[src/rtl/core/sssc_pkg.sv]
// Shared types, constants and command/status codes for the servo slew and sweep controller.
// No dependencies; sssc_state_ram, sssc_servo_update and the top level import this package.
`default_nettype none

package sssc_pkg;

    // number of servo slots and the index width that addresses them
    localparam int SERVO_COUNT = 2;
    localparam int SERVO_IW    = (SERVO_COUNT > 1) ? $clog2(SERVO_COUNT) : 1;

    // limits and home position
    localparam logic [7:0] MAX_DEG   = 8'd180;
    localparam logic [7:0] MAX_SPEED = 8'd20;
    localparam logic [7:0] HOME_DEG  = 8'd90;

    // payload length needed by set and sweep commands
    localparam logic [7:0] LEN_SET   = 8'd2;
    localparam logic [7:0] LEN_SWEEP = 8'd5;

    // command codes
    localparam logic [2:0] CMD_SET_POS   = 3'd0;
    localparam logic [2:0] CMD_SET_SPEED = 3'd1;
    localparam logic [2:0] CMD_SWEEP     = 3'd2;
    localparam logic [2:0] CMD_GET_POS   = 3'd3;
    localparam logic [2:0] CMD_GET_SPEED = 3'd4;
    localparam logic [2:0] CMD_TICK      = 3'd5;

    // status codes
    localparam logic [1:0] ST_OK        = 2'd0;
    localparam logic [1:0] ST_MOVED     = 2'd1;
    localparam logic [1:0] ST_SHORT     = 2'd2;
    localparam logic [1:0] ST_BAD_INDEX = 2'd3;

    // one memory word per servo
    typedef struct packed {
        logic [7:0] position;
        logic [7:0] target;
        logic [4:0] speed_limit;
        logic       sweep_on;
        logic [7:0] bound_low;
        logic [7:0] bound_high;
        logic [4:0] sweep_stride;
        logic       heading_down;
    } t_servo_state;

    localparam t_servo_state STATE_RESET = '{
        position:     HOME_DEG,
        target:       HOME_DEG,
        speed_limit:  5'd0,
        sweep_on:     1'b0,
        bound_low:    8'd0,
        bound_high:   MAX_DEG,
        sweep_stride: 5'd1,
        heading_down: 1'b0
    };

    // command fields held for the length of one transaction
    typedef struct packed {
        logic [2:0] cmd;
        logic [7:0] payload_len;
        logic [7:0] servo_index;
        logic [7:0] value;
        logic [7:0] sweep_enable;
        logic [7:0] sweep_low;
        logic [7:0] sweep_high;
        logic [7:0] sweep_increment;
    } t_cmd_fields;

    // result of one read-modify-write step
    typedef struct packed {
        logic [1:0] status;
        logic [7:0] reading;
    } t_update_res;

endpackage

`default_nettype wire

[src/rtl/core/sssc_if.sv]
// Valid/ready channel interfaces for command and result transactions.
// No dependencies.
`default_nettype none

interface sssc_cmd_if;
    logic       valid;
    logic       ready;
    logic [2:0] cmd;
    logic [7:0] payload_len;
    logic [7:0] servo_index;
    logic [7:0] value;
    logic [7:0] sweep_enable;
    logic [7:0] sweep_low;
    logic [7:0] sweep_high;
    logic [7:0] sweep_increment;

    modport source (
        output valid, cmd, payload_len, servo_index, value,
               sweep_enable, sweep_low, sweep_high, sweep_increment,
        input  ready
    );
    modport sink (
        input  valid, cmd, payload_len, servo_index, value,
               sweep_enable, sweep_low, sweep_high, sweep_increment,
        output ready
    );
endinterface

interface sssc_res_if;
    logic       valid;
    logic       ready;
    logic [1:0] status;
    logic [2:0] servo;
    logic [7:0] reading;
    logic       last;

    modport source (
        output valid, status, servo, reading, last,
        input  ready
    );
    modport sink (
        input  valid, status, servo, reading, last,
        output ready
    );
endinterface

`default_nettype wire

[src/rtl/core/sssc_state_ram.sv]
// Per-servo state memory: one write port, one registered read port, valid bit per entry.
// Depends on sssc_pkg; an entry never written reads as the reset state.
`default_nettype none

module sssc_state_ram (
    input  wire logic                            i_clk,
    input  wire logic                            i_rst_n,
    input  wire logic                            i_rd_en,
    input  wire logic [sssc_pkg::SERVO_IW-1:0]   i_rd_addr,
    input  wire logic                            i_wr_en,
    input  wire logic [sssc_pkg::SERVO_IW-1:0]   i_wr_addr,
    input  wire sssc_pkg::t_servo_state          i_wr_data,
    output sssc_pkg::t_servo_state               o_rd_data
);
    import sssc_pkg::*;

    t_servo_state               r_mem [SERVO_COUNT];
    logic [SERVO_COUNT-1:0]     r_valid;
    t_servo_state               r_rd_data;
    logic                       r_rd_valid;

    // storage write
    always_ff @(posedge i_clk) begin
        if (i_wr_en) begin
            r_mem[i_wr_addr] <= i_wr_data;
        end
    end

    // valid bits, cleared at reset
    always_ff @(posedge i_clk) begin
        if (!i_rst_n) begin
            r_valid <= '0;
        end else if (i_wr_en) begin
            r_valid[i_wr_addr] <= 1'b1;
        end
    end

    // registered read
    always_ff @(posedge i_clk) begin
        if (!i_rst_n) begin
            r_rd_valid <= 1'b0;
        end else if (i_rd_en) begin
            r_rd_valid <= r_valid[i_rd_addr];
        end
    end

    always_ff @(posedge i_clk) begin
        if (i_rd_en) begin
            r_rd_data <= r_mem[i_rd_addr];
        end
    end

    assign o_rd_data = r_rd_valid ? r_rd_data : STATE_RESET;

endmodule

`default_nettype wire

[src/rtl/core/sssc_servo_update.sv]
// Next-state and result logic for one servo entry under one command.
// Depends on sssc_pkg; purely combinational.
`default_nettype none

module sssc_servo_update (
    input  wire sssc_pkg::t_cmd_fields   i_fields,
    input  wire sssc_pkg::t_servo_state  i_state,
    output sssc_pkg::t_servo_state       o_state,
    output sssc_pkg::t_update_res        o_res
);
    import sssc_pkg::*;

    logic [7:0]        lo_clamp;
    logic [7:0]        hi_clamp;
    logic [7:0]        lo_sorted;
    logic [7:0]        hi_sorted;
    logic [4:0]        stride;
    logic [7:0]        target_clamp;
    logic [4:0]        speed_clamp;
    logic signed [9:0] sweep_next;
    logic [7:0]        tick_target;
    logic              tick_heading;
    logic [8:0]        up_pos;
    logic signed [9:0] down_pos;
    logic [7:0]        slew_pos;

    // clamps for set and sweep commands
    always_comb begin
        target_clamp = (i_fields.value > MAX_DEG) ? MAX_DEG : i_fields.value;
        speed_clamp  = (i_fields.value > MAX_SPEED) ? MAX_SPEED[4:0] : i_fields.value[4:0];
        lo_clamp     = (i_fields.sweep_low > MAX_DEG) ? MAX_DEG : i_fields.sweep_low;
        hi_clamp     = (i_fields.sweep_high > MAX_DEG) ? MAX_DEG : i_fields.sweep_high;
        lo_sorted    = (lo_clamp > hi_clamp) ? hi_clamp : lo_clamp;
        hi_sorted    = (lo_clamp > hi_clamp) ? lo_clamp : hi_clamp;
        if (i_fields.sweep_increment == 8'd0) begin
            stride = 5'd1;
        end else if (i_fields.sweep_increment > MAX_SPEED) begin
            stride = MAX_SPEED[4:0];
        end else begin
            stride = i_fields.sweep_increment[4:0];
        end
    end

    // sweep step on tick, bouncing at the bounds
    always_comb begin
        tick_target  = i_state.target;
        tick_heading = i_state.heading_down;
        sweep_next   = i_state.heading_down
                     ? $signed({2'b00, i_state.position}) - $signed({5'd0, i_state.sweep_stride})
                     : $signed({2'b00, i_state.position}) + $signed({5'd0, i_state.sweep_stride});
        if (i_state.sweep_on) begin
            if (sweep_next >= $signed({2'b00, i_state.bound_high})) begin
                tick_target  = i_state.bound_high;
                tick_heading = 1'b1;
            end else if (sweep_next <= $signed({2'b00, i_state.bound_low})) begin
                tick_target  = i_state.bound_low;
                tick_heading = 1'b0;
            end else begin
                tick_target  = sweep_next[7:0];
            end
        end
    end

    // speed-limited slew toward the target
    always_comb begin
        up_pos   = {1'b0, i_state.position} + {4'd0, i_state.speed_limit};
        down_pos = $signed({2'b00, i_state.position}) - $signed({5'd0, i_state.speed_limit});
        if (i_state.speed_limit == 5'd0) begin
            slew_pos = tick_target;
        end else if (i_state.position < tick_target) begin
            slew_pos = (up_pos > {1'b0, tick_target}) ? tick_target : up_pos[7:0];
        end else begin
            slew_pos = (down_pos < $signed({2'b00, tick_target})) ? tick_target : down_pos[7:0];
        end
    end

    // command dispatch
    always_comb begin
        o_state       = i_state;
        o_res.status  = ST_OK;
        o_res.reading = 8'd0;
        case (i_fields.cmd)
            CMD_SET_POS: begin
                o_state.sweep_on = 1'b0;
                o_state.target   = target_clamp;
                o_res.reading    = target_clamp;
            end
            CMD_SET_SPEED: begin
                o_state.speed_limit = speed_clamp;
                o_res.reading       = {3'd0, speed_clamp};
            end
            CMD_SWEEP: begin
                o_state.sweep_on     = (i_fields.sweep_enable != 8'd0);
                o_state.bound_low    = lo_sorted;
                o_state.bound_high   = hi_sorted;
                o_state.sweep_stride = stride;
                if (i_state.position <= lo_sorted) begin
                    o_state.heading_down = 1'b0;
                end else if (i_state.position >= hi_sorted) begin
                    o_state.heading_down = 1'b1;
                end
            end
            CMD_GET_POS: begin
                o_res.reading = i_state.position;
            end
            CMD_GET_SPEED: begin
                o_res.reading = {3'd0, i_state.speed_limit};
            end
            CMD_TICK: begin
                o_state.target       = tick_target;
                o_state.heading_down = tick_heading;
                if (i_state.position != tick_target) begin
                    o_state.position = slew_pos;
                    o_res.status     = ST_MOVED;
                    o_res.reading    = slew_pos;
                end else begin
                    o_res.reading    = i_state.position;
                end
            end
            default: begin
                o_res.reading = 8'd0;
            end
        endcase
    end

endmodule

`default_nettype wire

[src/rtl/core/servo_slew_sweep_controller_top.sv]
// Top level of the servo slew and sweep controller: sequencer, state memory, result register.
// Depends on sssc_pkg, sssc_if, sssc_state_ram and sssc_servo_update.
//
// Usage:
//   i_cmd carries command transactions (set position, set speed, sweep set-up,
//   get positions, get speeds, tick); o_res carries result transactions with
//   status, servo, reading and last. Both use valid/ready.
//   Per-servo state lives in a small memory with a registered read port.
//   Each result takes a read step followed by a modify/write step: for a set or
//   sweep command the sequencer checks the command while reading the entry,
//   then modifies it, writes it back and loads the result. Gets and ticks walk
//   the servos in order, a read and a modify/write step per servo. Short-payload
//   and bad-index errors load an error result; unused command codes are dropped.
//   One command is in flight at a time; i_cmd.ready is high only when idle.
//   Results leave through an output register; when the receiver stalls the
//   sequencer holds in its write step until the register frees, so no result
//   is lost or repeated.
//   Reset clears the sequencer, the output register and the per-entry valid
//   bits; every servo then reads as position and target 90, speed 0, sweep off
//   with bounds 0..180, stride 1, heading up. No clearing pass is needed.
`default_nettype none

module servo_slew_sweep_controller_top (
    input  wire logic i_clk,
    input  wire logic i_rst_n,
    sssc_cmd_if.sink   i_cmd,
    sssc_res_if.source o_res
);
    import sssc_pkg::*;

    // sequencer states
    localparam logic [2:0] S_IDLE  = 3'd0;
    localparam logic [2:0] S_CHECK = 3'd1;
    localparam logic [2:0] S_READ  = 3'd2;
    localparam logic [2:0] S_MOD   = 3'd3;
    localparam logic [2:0] S_ERR   = 3'd4;

    localparam logic [SERVO_IW-1:0] LAST_SERVO = SERVO_IW'(SERVO_COUNT - 1);

    logic [2:0]          r_state;
    logic [2:0]          n_state;
    t_cmd_fields         r_item;
    logic [SERVO_IW-1:0] r_k;
    logic [SERVO_IW-1:0] n_k;
    logic [1:0]          r_err_status;
    logic [1:0]          n_err_status;

    logic                r_out_valid;
    logic [1:0]          r_out_status;
    logic [2:0]          r_out_servo;
    logic [7:0]          r_out_reading;
    logic                r_out_last;

    logic                unit_cmd;
    logic                multi_cmd;
    logic                short_len;
    logic                bad_index;
    logic                slot_free;
    logic                rd_en;
    logic [SERVO_IW-1:0] rd_addr;
    logic                wr_en;
    logic                item_done;
    t_servo_state        rd_state;
    t_servo_state        upd_state;
    t_update_res         upd_res;

    // command classification
    always_comb begin
        unit_cmd  = r_item.cmd inside {CMD_SET_POS, CMD_SET_SPEED, CMD_SWEEP};
        multi_cmd = r_item.cmd inside {CMD_GET_POS, CMD_GET_SPEED, CMD_TICK};
        short_len = r_item.payload_len < ((r_item.cmd == CMD_SWEEP) ? LEN_SWEEP : LEN_SET);
        bad_index = r_item.servo_index >= 8'(SERVO_COUNT);
        slot_free = !r_out_valid || o_res.ready;
        item_done = unit_cmd || (r_k == LAST_SERVO);
    end

    assign i_cmd.ready = (r_state == S_IDLE);

    // sequencer next state
    always_comb begin
        n_state      = r_state;
        n_k          = r_k;
        n_err_status = r_err_status;
        rd_en        = 1'b0;
        rd_addr      = r_k;
        wr_en        = 1'b0;
        case (r_state)
            S_IDLE: begin
                if (i_cmd.valid) begin
                    n_state = S_CHECK;
                end
            end
            S_CHECK: begin
                if (unit_cmd && short_len) begin
                    n_err_status = ST_SHORT;
                    n_state      = S_ERR;
                end else if (unit_cmd && bad_index) begin
                    n_err_status = ST_BAD_INDEX;
                    n_state      = S_ERR;
                end else if (unit_cmd) begin
                    n_k     = r_item.servo_index[SERVO_IW-1:0];
                    rd_en   = 1'b1;
                    rd_addr = r_item.servo_index[SERVO_IW-1:0];
                    n_state = S_MOD;
                end else if (multi_cmd) begin
                    n_k     = '0;
                    rd_en   = 1'b1;
                    rd_addr = '0;
                    n_state = S_MOD;
                end else begin
                    n_state = S_IDLE;
                end
            end
            S_READ: begin
                rd_en   = 1'b1;
                n_state = S_MOD;
            end
            S_MOD: begin
                if (slot_free) begin
                    wr_en = !(r_item.cmd inside {CMD_GET_POS, CMD_GET_SPEED});
                    if (item_done) begin
                        n_state = S_IDLE;
                    end else begin
                        n_k     = r_k + 1'b1;
                        n_state = S_READ;
                    end
                end
            end
            S_ERR: begin
                if (slot_free) begin
                    n_state = S_IDLE;
                end
            end
            default: begin
                n_state = S_IDLE;
            end
        endcase
    end

    // sequencer registers
    always_ff @(posedge i_clk) begin
        if (!i_rst_n) begin
            r_state      <= S_IDLE;
            r_k          <= '0;
            r_err_status <= ST_OK;
        end else begin
            r_state      <= n_state;
            r_k          <= n_k;
            r_err_status <= n_err_status;
        end
    end

    // capture command fields on an accepted transaction
    always_ff @(posedge i_clk) begin
        if (i_cmd.valid && i_cmd.ready) begin
            r_item.cmd             <= i_cmd.cmd;
            r_item.payload_len     <= i_cmd.payload_len;
            r_item.servo_index     <= i_cmd.servo_index;
            r_item.value           <= i_cmd.value;
            r_item.sweep_enable    <= i_cmd.sweep_enable;
            r_item.sweep_low       <= i_cmd.sweep_low;
            r_item.sweep_high      <= i_cmd.sweep_high;
            r_item.sweep_increment <= i_cmd.sweep_increment;
        end
    end

    // state memory
    sssc_state_ram u_ram (
        .i_clk     (i_clk),
        .i_rst_n   (i_rst_n),
        .i_rd_en   (rd_en),
        .i_rd_addr (rd_addr),
        .i_wr_en   (wr_en),
        .i_wr_addr (r_k),
        .i_wr_data (upd_state),
        .o_rd_data (rd_state)
    );

    // per-entry modify logic
    sssc_servo_update u_update (
        .i_fields (r_item),
        .i_state  (rd_state),
        .o_state  (upd_state),
        .o_res    (upd_res)
    );

    // result register valid
    always_ff @(posedge i_clk) begin
        if (!i_rst_n) begin
            r_out_valid <= 1'b0;
        end else if (slot_free && (r_state == S_MOD || r_state == S_ERR)) begin
            r_out_valid <= 1'b1;
        end else if (o_res.ready) begin
            r_out_valid <= 1'b0;
        end
    end

    // result register payload
    always_ff @(posedge i_clk) begin
        if (slot_free && r_state == S_MOD) begin
            r_out_status  <= upd_res.status;
            r_out_servo   <= 3'(r_k);
            r_out_reading <= upd_res.reading;
            r_out_last    <= item_done;
        end else if (slot_free && r_state == S_ERR) begin
            r_out_status  <= r_err_status;
            r_out_servo   <= 3'd0;
            r_out_reading <= 8'd0;
            r_out_last    <= 1'b1;
        end
    end

    assign o_res.valid   = r_out_valid;
    assign o_res.status  = r_out_status;
    assign o_res.servo   = r_out_servo;
    assign o_res.reading = r_out_reading;
    assign o_res.last    = r_out_last;

endmodule

`default_nettype wire
[src/flat_wrapper.sv]
// flat-port wrapper written by rule: the top's interface ports become plain ports
module servo_slew_sweep_controller_top_flat import sssc_pkg::*;
  (i_clk, i_rst_n, i_cmd_valid, i_cmd_cmd, i_cmd_payload_len, i_cmd_servo_index, i_cmd_value, i_cmd_sweep_enable, i_cmd_sweep_low, i_cmd_sweep_high, i_cmd_sweep_increment, i_cmd_ready, o_res_valid, o_res_status, o_res_servo, o_res_reading, o_res_last, o_res_ready);
  sssc_cmd_if i_cmd_i ();
  sssc_res_if o_res_i ();
  input  wire logic i_clk;
  input  wire logic i_rst_n;
  input wire logic [$bits(i_cmd_i.valid)-1:0] i_cmd_valid;
  input wire logic [$bits(i_cmd_i.cmd)-1:0] i_cmd_cmd;
  input wire logic [$bits(i_cmd_i.payload_len)-1:0] i_cmd_payload_len;
  input wire logic [$bits(i_cmd_i.servo_index)-1:0] i_cmd_servo_index;
  input wire logic [$bits(i_cmd_i.value)-1:0] i_cmd_value;
  input wire logic [$bits(i_cmd_i.sweep_enable)-1:0] i_cmd_sweep_enable;
  input wire logic [$bits(i_cmd_i.sweep_low)-1:0] i_cmd_sweep_low;
  input wire logic [$bits(i_cmd_i.sweep_high)-1:0] i_cmd_sweep_high;
  input wire logic [$bits(i_cmd_i.sweep_increment)-1:0] i_cmd_sweep_increment;
  output wire logic [$bits(i_cmd_i.ready)-1:0] i_cmd_ready;
  output wire logic [$bits(o_res_i.valid)-1:0] o_res_valid;
  output wire logic [$bits(o_res_i.status)-1:0] o_res_status;
  output wire logic [$bits(o_res_i.servo)-1:0] o_res_servo;
  output wire logic [$bits(o_res_i.reading)-1:0] o_res_reading;
  output wire logic [$bits(o_res_i.last)-1:0] o_res_last;
  input wire logic [$bits(o_res_i.ready)-1:0] o_res_ready;
  assign i_cmd_i.valid = i_cmd_valid;
  assign i_cmd_i.cmd = i_cmd_cmd;
  assign i_cmd_i.payload_len = i_cmd_payload_len;
  assign i_cmd_i.servo_index = i_cmd_servo_index;
  assign i_cmd_i.value = i_cmd_value;
  assign i_cmd_i.sweep_enable = i_cmd_sweep_enable;
  assign i_cmd_i.sweep_low = i_cmd_sweep_low;
  assign i_cmd_i.sweep_high = i_cmd_sweep_high;
  assign i_cmd_i.sweep_increment = i_cmd_sweep_increment;
  assign i_cmd_ready = i_cmd_i.ready;
  assign o_res_valid = o_res_i.valid;
  assign o_res_status = o_res_i.status;
  assign o_res_servo = o_res_i.servo;
  assign o_res_reading = o_res_i.reading;
  assign o_res_last = o_res_i.last;
  assign o_res_i.ready = o_res_ready;
  servo_slew_sweep_controller_top u_core (.i_clk(i_clk), .i_rst_n(i_rst_n), .i_cmd(i_cmd_i), .o_res(o_res_i));
endmodule
[config.mk]
export PLATFORM = sky130hd
export DESIGN_NAME = servo_slew_sweep_controller_top_flat
export DESIGN_NICKNAME = d
export VERILOG_FILES = /design/src/rtl/core/sssc_pkg.sv /design/src/rtl/core/sssc_if.sv /design/src/rtl/core/sssc_state_ram.sv /design/src/rtl/core/sssc_servo_update.sv /design/src/rtl/core/servo_slew_sweep_controller_top.sv /design/src/flat_wrapper.sv
export SDC_FILE = /design/constraint.sdc
export NUM_CORES = 1
export LEC_CHECK = 0
export ABC_AREA = 1
export CAP_MARGIN = 20
export CORE_MARGIN = 2
export CORE_UTILIZATION = 40
export DETAILED_ROUTE_END_ITERATION = 8
export DONT_BUFFER_PORTS = 1
export GPL_ROUTABILITY_DRIVEN = 0
export HOLD_SLACK_MARGIN = 0.08
export PLACE_DENSITY = 0.53
export SYNTH_ARGS = -nofsm -noshare
export SYNTH_HDL_FRONTEND = slang
export SYNTH_HIERARCHICAL = 1
export SYNTH_SLANG_ARGS = --single-unit
[constraint.sdc]
create_clock -name i_clk -period 6.88 [get_ports i_clk]
set_input_delay 0.344 -clock i_clk [delete_from_list [all_inputs] [get_ports i_clk]]
set_output_delay 0.344 -clock i_clk [all_outputs]
set_load 0.05 [all_outputs]
==> Word level (Yosys, flattened, before mapping) <==
Memory sizes are Yosys's and may differ from the RTL's. A register that Yosys moved wholly into a read port is not among the register bits.
Cells that the tools add are included.
{ "word_totals": {"output_inout_bits": 16, "ramBits": 88, "mem_count": 1, "register_bits": 81, "inputBits": 63} }
{ "mem_list": {"columns": ["name", "depth", "word_bits", "read_ports", "rd_ports_with_merged_regs", "wr", "line", "source"], "rows": [
  ["u_core.u_ram.r_mem", 2, 44, 1, 1, 1, "sssc_state_ram.sv:17", "t_servo_state r_mem [SERVO_COUNT];"]
]} }
{ "op_classes": {"bitwise": 1, "n_reduce_logical": 27, "n_lt_le_gt_ge": 18, "mux": 75, "add_sub_neg": 5, "n_eq_ne": 14} }
{ "ops": {"columns": ["op", "count"], "rows": [
  ["$mux 8", 16],
  ["$mux 44", 1],
  ["$pmux 8 s5", 1],
  ["$mux 1", 30],
  ["$gt 8x8->1 const B", 3],
  ["$mux 21", 1],
  ["$mux 3", 7],
  ["$mux 5", 4],
  ["$add 8x5->9", 2],
  ["$sub 8x5->9", 2],
  ["$gt 8x5->1 const B", 2],
  ["$lt 8x8->1", 2],
  ["$pmux 8 s2", 1],
  ["$pmux 3 s5", 1],
  ["$mux 2", 7],
  ["$eq 3x2->1 const B", 4],
  ["$ge 10x9->1", 1],
  ["$le 10x9->1", 1],
  ["$mux 10", 1],
  ["$reduce_bool 2->1", 5],
  ["$eq 3x3->1 const B", 3],
  ["$gt 9x8->1", 1],
  ["$lt 9x9->1", 1],
  ["$ge 8x2->1 const B", 1],
  ["other kinds (23)", 42]
]} }

==> Longest topological paths before layout <==
{ "depth": {"ltp_word": 14, "ltp_mapped": 51, "ltp_nobuf": 47} }

==> Modules after synthesis <==
The synthesis kept the hierarchy.
{ "by_module_without_submodules": {"columns": ["module", "cells_per_inst", "area_per_inst_um2", "seq_area_each_um2", "instances"], "rows": [
  ["sssc_state_ram", 387, 5079.9, 4023.9, 1],
  ["sssc_servo_update", 846, 4663.2, 0.0, 1],
  ["servo_slew_sweep_controller_top", 204, 2857.7, 2272.2, 1]
]} }

==> Worst setup path after synthesis <==
Ideal clock, no wire load.
{ "synth_path": {"path_type": "flip-flop to flip-flop", "startpoint": "register u_core.u_ram.r_rd_valid", "endpoint": "register u_core.r_out_reading[1], in the netlist u_core/o_res.reading[1] (data pin)", "setup_time_ns": 0.255, "synth_period_minus_slack_ns": 5.485, "arrival_time_ns": 5.230, "path_stages_with_launch": 45, "path_slack_ns": 1.395, "cell_sequence": "dfxtp_1 -> buf_2 -> buf_4 -> nand2_1 -> inv_1 -> fa_1 -> inv_1 -> nand3_1 -> nand2_1 -> nand2_1 -> o21ai_0 -> xor2_1 -> inv_1 -> ha_1 -> nand2_1 -> inv_1 -> nand2_1 -> nor2_1 -> (+9 left out) -> ha_1 -> nand2_1 -> nor2_1 -> a211oi_1 -> nor2_1 -> o21ai_0 -> nand2_1 -> nand2_1 -> nand2_2 -> nand2_2 -> buf_2 -> o211ai_1 -> nand3_1 -> nand2_1 -> nand2_1 -> nand2_1 -> inv_1 -> nor2_1"} }
{ "synth_rtl": {"columns": ["element", "line", "source"], "rows": [
  ["start: declaration", "sssc_state_ram.sv:20", "logic r_rd_valid;"],
  ["start signal: assignment", "sssc_state_ram.sv:43", "r_rd_valid <= r_valid[i_rd_addr];"],
  ["end signal: assignment", "servo_slew_sweep_controller_top.sv:203", "r_out_reading <= upd_res.reading;"],
  ["end: declaration", "servo_slew_sweep_controller_top.sv:51", "logic [7:0] r_out_reading;"]
]} }

==> results.md <==
Drt:
- The total via count in the routed design is 9,646.
- The number of detailed-route iterations in the first pass is 6.
- The routed design has 31,700 um of wire.
- The detailed-route wire length per cell is 16.5 um.
- The vias per cell is approximately 5.
- The number of remaining DRC errors is 0.
- The detailed router's first-iteration violation count is 722.
- In this run the remaining antenna-violating nets after routing total 0.

Power:
- The net switching power of the design is 1.27 mW.
- The relative contribution of combinational cells to total power is around 28%.
- The share of total power consumed by net switching is between 30 and 40%.
- IR analysis of the VDD net gives a maximum drop of 0.209 mV.
- The cell area power density is approximately 270 nW/um^2.
- Sequential cells account for roughly two fifths of the total power.
- In this run the static leakage power is about 6.5 nW.
- The internal power of the cells totals 2.56 mW.
- In this run, the clock network consumes about a third of the power.

Layout:
- Measured on the finished design, the core utilization comes to 46.7%.
- Leaving out filler cells and counting taps, the final layout contains roughly 1,900.
- The share of final-layout standard cells stronger than drive strength 1 is 8.78%.
- At the end of the flow, the number of nets in the layout was 1,653.
- The antenna diode instance count is 0.
- The finished cells cover 14,400 sq um.
- The synthesis-to-layout area growth is 14.2%.

GRT:
- The number of global-route vias before repair is 9,354.
- Entering global routing, the biggest net connects 52 pins.
- Summed over all layers, the global routing overflow is 0.
- The initial antenna violation count is 0.
- The wire length of the first global-routing pass is between 50,000 and 60,000 um.
- Global routing used between 10% and 20% of the available tracks across all layers.

CTS:
- The clock passes through at most 3 buffers.
- TritonCTS built the clock tree.
- The number of buffers inserted to repair setup after CTS is 0.
- The clock sink total is 213.
- After clock tree synthesis, the clock-pin slew on the worst setup and hold paths is 0.07 ns.
- The clock reaches the later pin of the worst-skew pair after 0.53 ns.
- The number of buffers created by CTS is 24.
- The deepest level of the CTS H-tree is 1.
- The root buffer cell chosen for the clock tree is sky130_fd_sc_hd__clkbuf_16.

Die:
- The initial core utilization is 40.9%.
- Row generation in the floorplan step produced 64 rows.
- The die outline width is 181 um.
- In this run the vertical extent of the chip is 181 um.
- The die outline area is 32,900 sq um.
- The count of pins on the block boundary is about 80.
- The area inside the core boundary is 30,800 sq um.

Placement:
- Once placement finished, the instance area stood at 13,000 sq um.
- The count of input and output buffers is 0.
- The detailed placer's ending HPWL is 23,000 um.
- Once placement completed, the tool counted placed cells totaling 1,819.

Worst setup path:
- The largest single stage delay on the critical path is 0.52 ns.
- The start point of the critical path is u_core/u_ram/r_rd_valid.
- The worst setup path is of the flip-flop to flip-flop kind.
- The cell with the most instances on the worst path is sky130_fd_sc_hd__nand2_1.
- The signal arrival time at the worst endpoint is 6.45 ns.
- The largest individual stage delay along the critical path comes from the cell sky130_fd_sc_hd__dfxtp_1.
- Along the worst path, the maximum fanout reaches 16.
- For the worst setup path, the data required time is between 7 and 8 ns.
- STA classifies the critical path startpoint as a flip-flop.
- The type of destination of the critical path is a flip-flop.
- The beginning of the worst register-to-register path is u_core/u_ram/r_rd_valid.

Synthesis:
- The gate count after technology mapping is 1,437.
- The synthesized netlist contains 56 unique library cells.
- The register bit count reported by yosys is between 200 and 250.
- The most used flip-flop cell after synthesis is sky130_fd_sc_hd__edfxtp_1.
- Each instance of the synthesized netlist takes up on average just under 9 sq um.
- Yosys printed 6 warnings.
- In the synthesized netlist the async set-or-reset flop fraction comes to 0%.
- In this run, synthesis inferred 203 flip-flops with an integrated enable.
- The sequential share of the synthesized area is 50.0%.
- The post-synthesis instance area is 12,600 sq um.

Run status:
- The run finished with clean final reports.

Timing:
- The max-slew violation count is 0.
- The highest attainable clock frequency is 162 MHz.
- The post-layout minimum cycle time is slightly above 6 ns.
- Setup repair after global routing left no endpoint under its margin.
- The largest clock skew in the final design is 0.0142 ns.
- The setup-violating endpoint count in the final report is 0.
- The worst hold margin is about 0.18 ns.
- The share of the clock period used by the worst path is 89.8%.
- The worst relative slew slack is 48.3%.
- Setup total negative slack on the finished layout was measured at 0 ns.
- For the pin with the worst max-slew slack, the measured transition is 0.765 ns.
- The hold violation count in the final report is 0.

Hold path:
- In this run the most critical hold path is launched from i_cmd_valid.
- The path category of the worst min-delay check is input port to flip-flop.

Run:
- Max-cap violations in this run came to 0.
[metrics by stage]
| step | setup slack, ns | power [mW] |
|---|---|---|
| finish | 0.705 | 3.83 |
| global route | 0.0613 | 4.06 |
| CTS | 0.666 | 3.86 |
| detailed placement | 0.710 | 2.61 |
| global placement | 0.856 | 2.60 |
| floorplan | 1.39 | 2.36 |
[placed cells by master, fill, tap and decap left out, types with 5 or more instances in the layout]
master                            n
sky130_fd_sc_hd__xor2_1          13
sky130_fd_sc_hd__a21oi_1         50
sky130_fd_sc_hd__nand2_1        436
sky130_fd_sc_hd__nor3_1          18
sky130_fd_sc_hd__clkinv_1         9
sky130_fd_sc_hd__o21bai_1         8
sky130_fd_sc_hd__inv_1          208
sky130_fd_sc_hd__nand4_1         12
sky130_fd_sc_hd__o211ai_1        14
sky130_fd_sc_hd__clkbuf_16       25
sky130_fd_sc_hd__ha_1            76
sky130_fd_sc_hd__nand2_2         26
sky130_fd_sc_hd__dfxtp_1         10
sky130_fd_sc_hd__edfxtp_1       203
sky130_fd_sc_hd__nor2_2          10
sky130_fd_sc_hd__o21ai_0         74
sky130_fd_sc_hd__buf_4           20
sky130_fd_sc_hd__nor2_1          78
sky130_fd_sc_hd__clkinv_2         5
sky130_fd_sc_hd__nand3_1         66
sky130_fd_sc_hd__o21ai_1         10
sky130_fd_sc_hd__inv_2           14
sky130_fd_sc_hd__dlygate4sd3_1   61
sky130_fd_sc_hd__nand3_2          8
[final cells by class]
cell class | instances | area [sq um]
Sequential cell | 213 | 6300
Fill cell | 2938 | 16400
Multi-Input combinational cell | 962 | 5230
Clock inverter | 14 | 97.6
Timing Repair Buffer | 81 | 761
Inverter | 228 | 868
Tap cell | 396 | 495
Clock buffer | 29 | 641
[power groups by stage]
stage	Sequential [mW]	Clock, mW	Combinational (mW)
after floorplan	1.57	0	0.788
after global placement	1.58	0	1.02
after detailed placement	1.58	0	1.03
after CTS	1.55	1.24	1.06
after global routing	1.56	1.30	1.21
final	1.55	1.21	1.07
[Yosys cell counts (6+ instances only)]
master / instances / area (sq um)
sky130_fd_sc_hd__nor2_2: 10 / 62.6
sky130_fd_sc_hd__nand3_2: 8 / 80.1
sky130_fd_sc_hd__a21oi_1: 50 / 250
sky130_fd_sc_hd__clkbuf_1: 12 / 45.0
sky130_fd_sc_hd__xor2_1: 13 / 114
sky130_fd_sc_hd__ha_1: 76 / 951
sky130_fd_sc_hd__o21ai_1: 9 / 45.0
sky130_fd_sc_hd__dfxtp_1: 10 / 200
sky130_fd_sc_hd__nor2_1: 79 / 297
sky130_fd_sc_hd__inv_1: 210 / 788
sky130_fd_sc_hd__nand2_2: 25 / 156
sky130_fd_sc_hd__o21bai_1: 8 / 60.1
sky130_fd_sc_hd__inv_2: 12 / 45.0
sky130_fd_sc_hd__nand4_1: 12 / 75.1
sky130_fd_sc_hd__o21ai_0: 75 / 375
sky130_fd_sc_hd__nand3_1: 66 / 330
sky130_fd_sc_hd__buf_6: 6 / 67.6
sky130_fd_sc_hd__buf_4: 12 / 90.1
sky130_fd_sc_hd__nor3_1: 19 / 95.1
sky130_fd_sc_hd__nand2_1: 437 / 1640
sky130_fd_sc_hd__o211ai_1: 14 / 105
sky130_fd_sc_hd__edfxtp_1: 203 / 6100
[cell families after synthesis]
logic type	after synthesis	synth area share (%)
buf+inv	263	8.78
xor+xnor	14	0.973
fa+ha+maj	80	8.18
mux	1	0.0794
compound gates	186	8.62
other cells	2	0.0596
simple gates	678	23.3
flops	213	50.0
[critical path: cells and delay by family, from the launching register on]
family,cells,cell delay [ns]
adders and majority gates,3,1.08
xor gates and xnor gates,1,0.29
buffers and inverters,7,0.87
AOI/OAI and AO/OA,8,1.28
DFF,1,0.52
and+or+nand+nor,22,1.91
[what timing repair did]
item | in CTS | in global routing
resized for setup | 0 | 1
setup endpoints to repair | 0 | 5
hold buffers | 61 | 0
hold endpoints to repair | 68 | 0
[routing by layer]
metal	wire length, um	GRT usage [%]	up-vias
met5	0	0	-
met4	702	5.20	0
met3	1420	2.51	53
met2	14300	31.5	215
met1	15200	27.2	4502
li1	-	-	4876
[state kept, by name (all words and copies together), names as in the netlist, 2 cells and up]
| signal | cells |
|---|---|
| u_core/r_item | 59 |
| u_core/r_state | 3 |
| u_core/u_ram/r_rd_data | 44 |
| u_core/r_err_status | 2 |
| u_core/o_res.reading | 8 |
| u_core/u_ram/r_mem | 88 |
| u_core/u_ram/r_valid | 2 |
| u_core/o_res.status | 2 |
[path summary, 6_finish.rpt]
check | to | slack [ns] | cells past startpoint
worst max register to register | u_core/o_res.reading[6] | 0.71 | 41
worst min-delay path | u_core/r_item[38] | 0.18 | 2
worst min register to register | u_core/r_err_status[0] | 0.46 | 2
worst max-delay path | u_core/o_res.reading[6] | 0.71 | 41
Note: power is estimated with default switching activity, not from simulation.
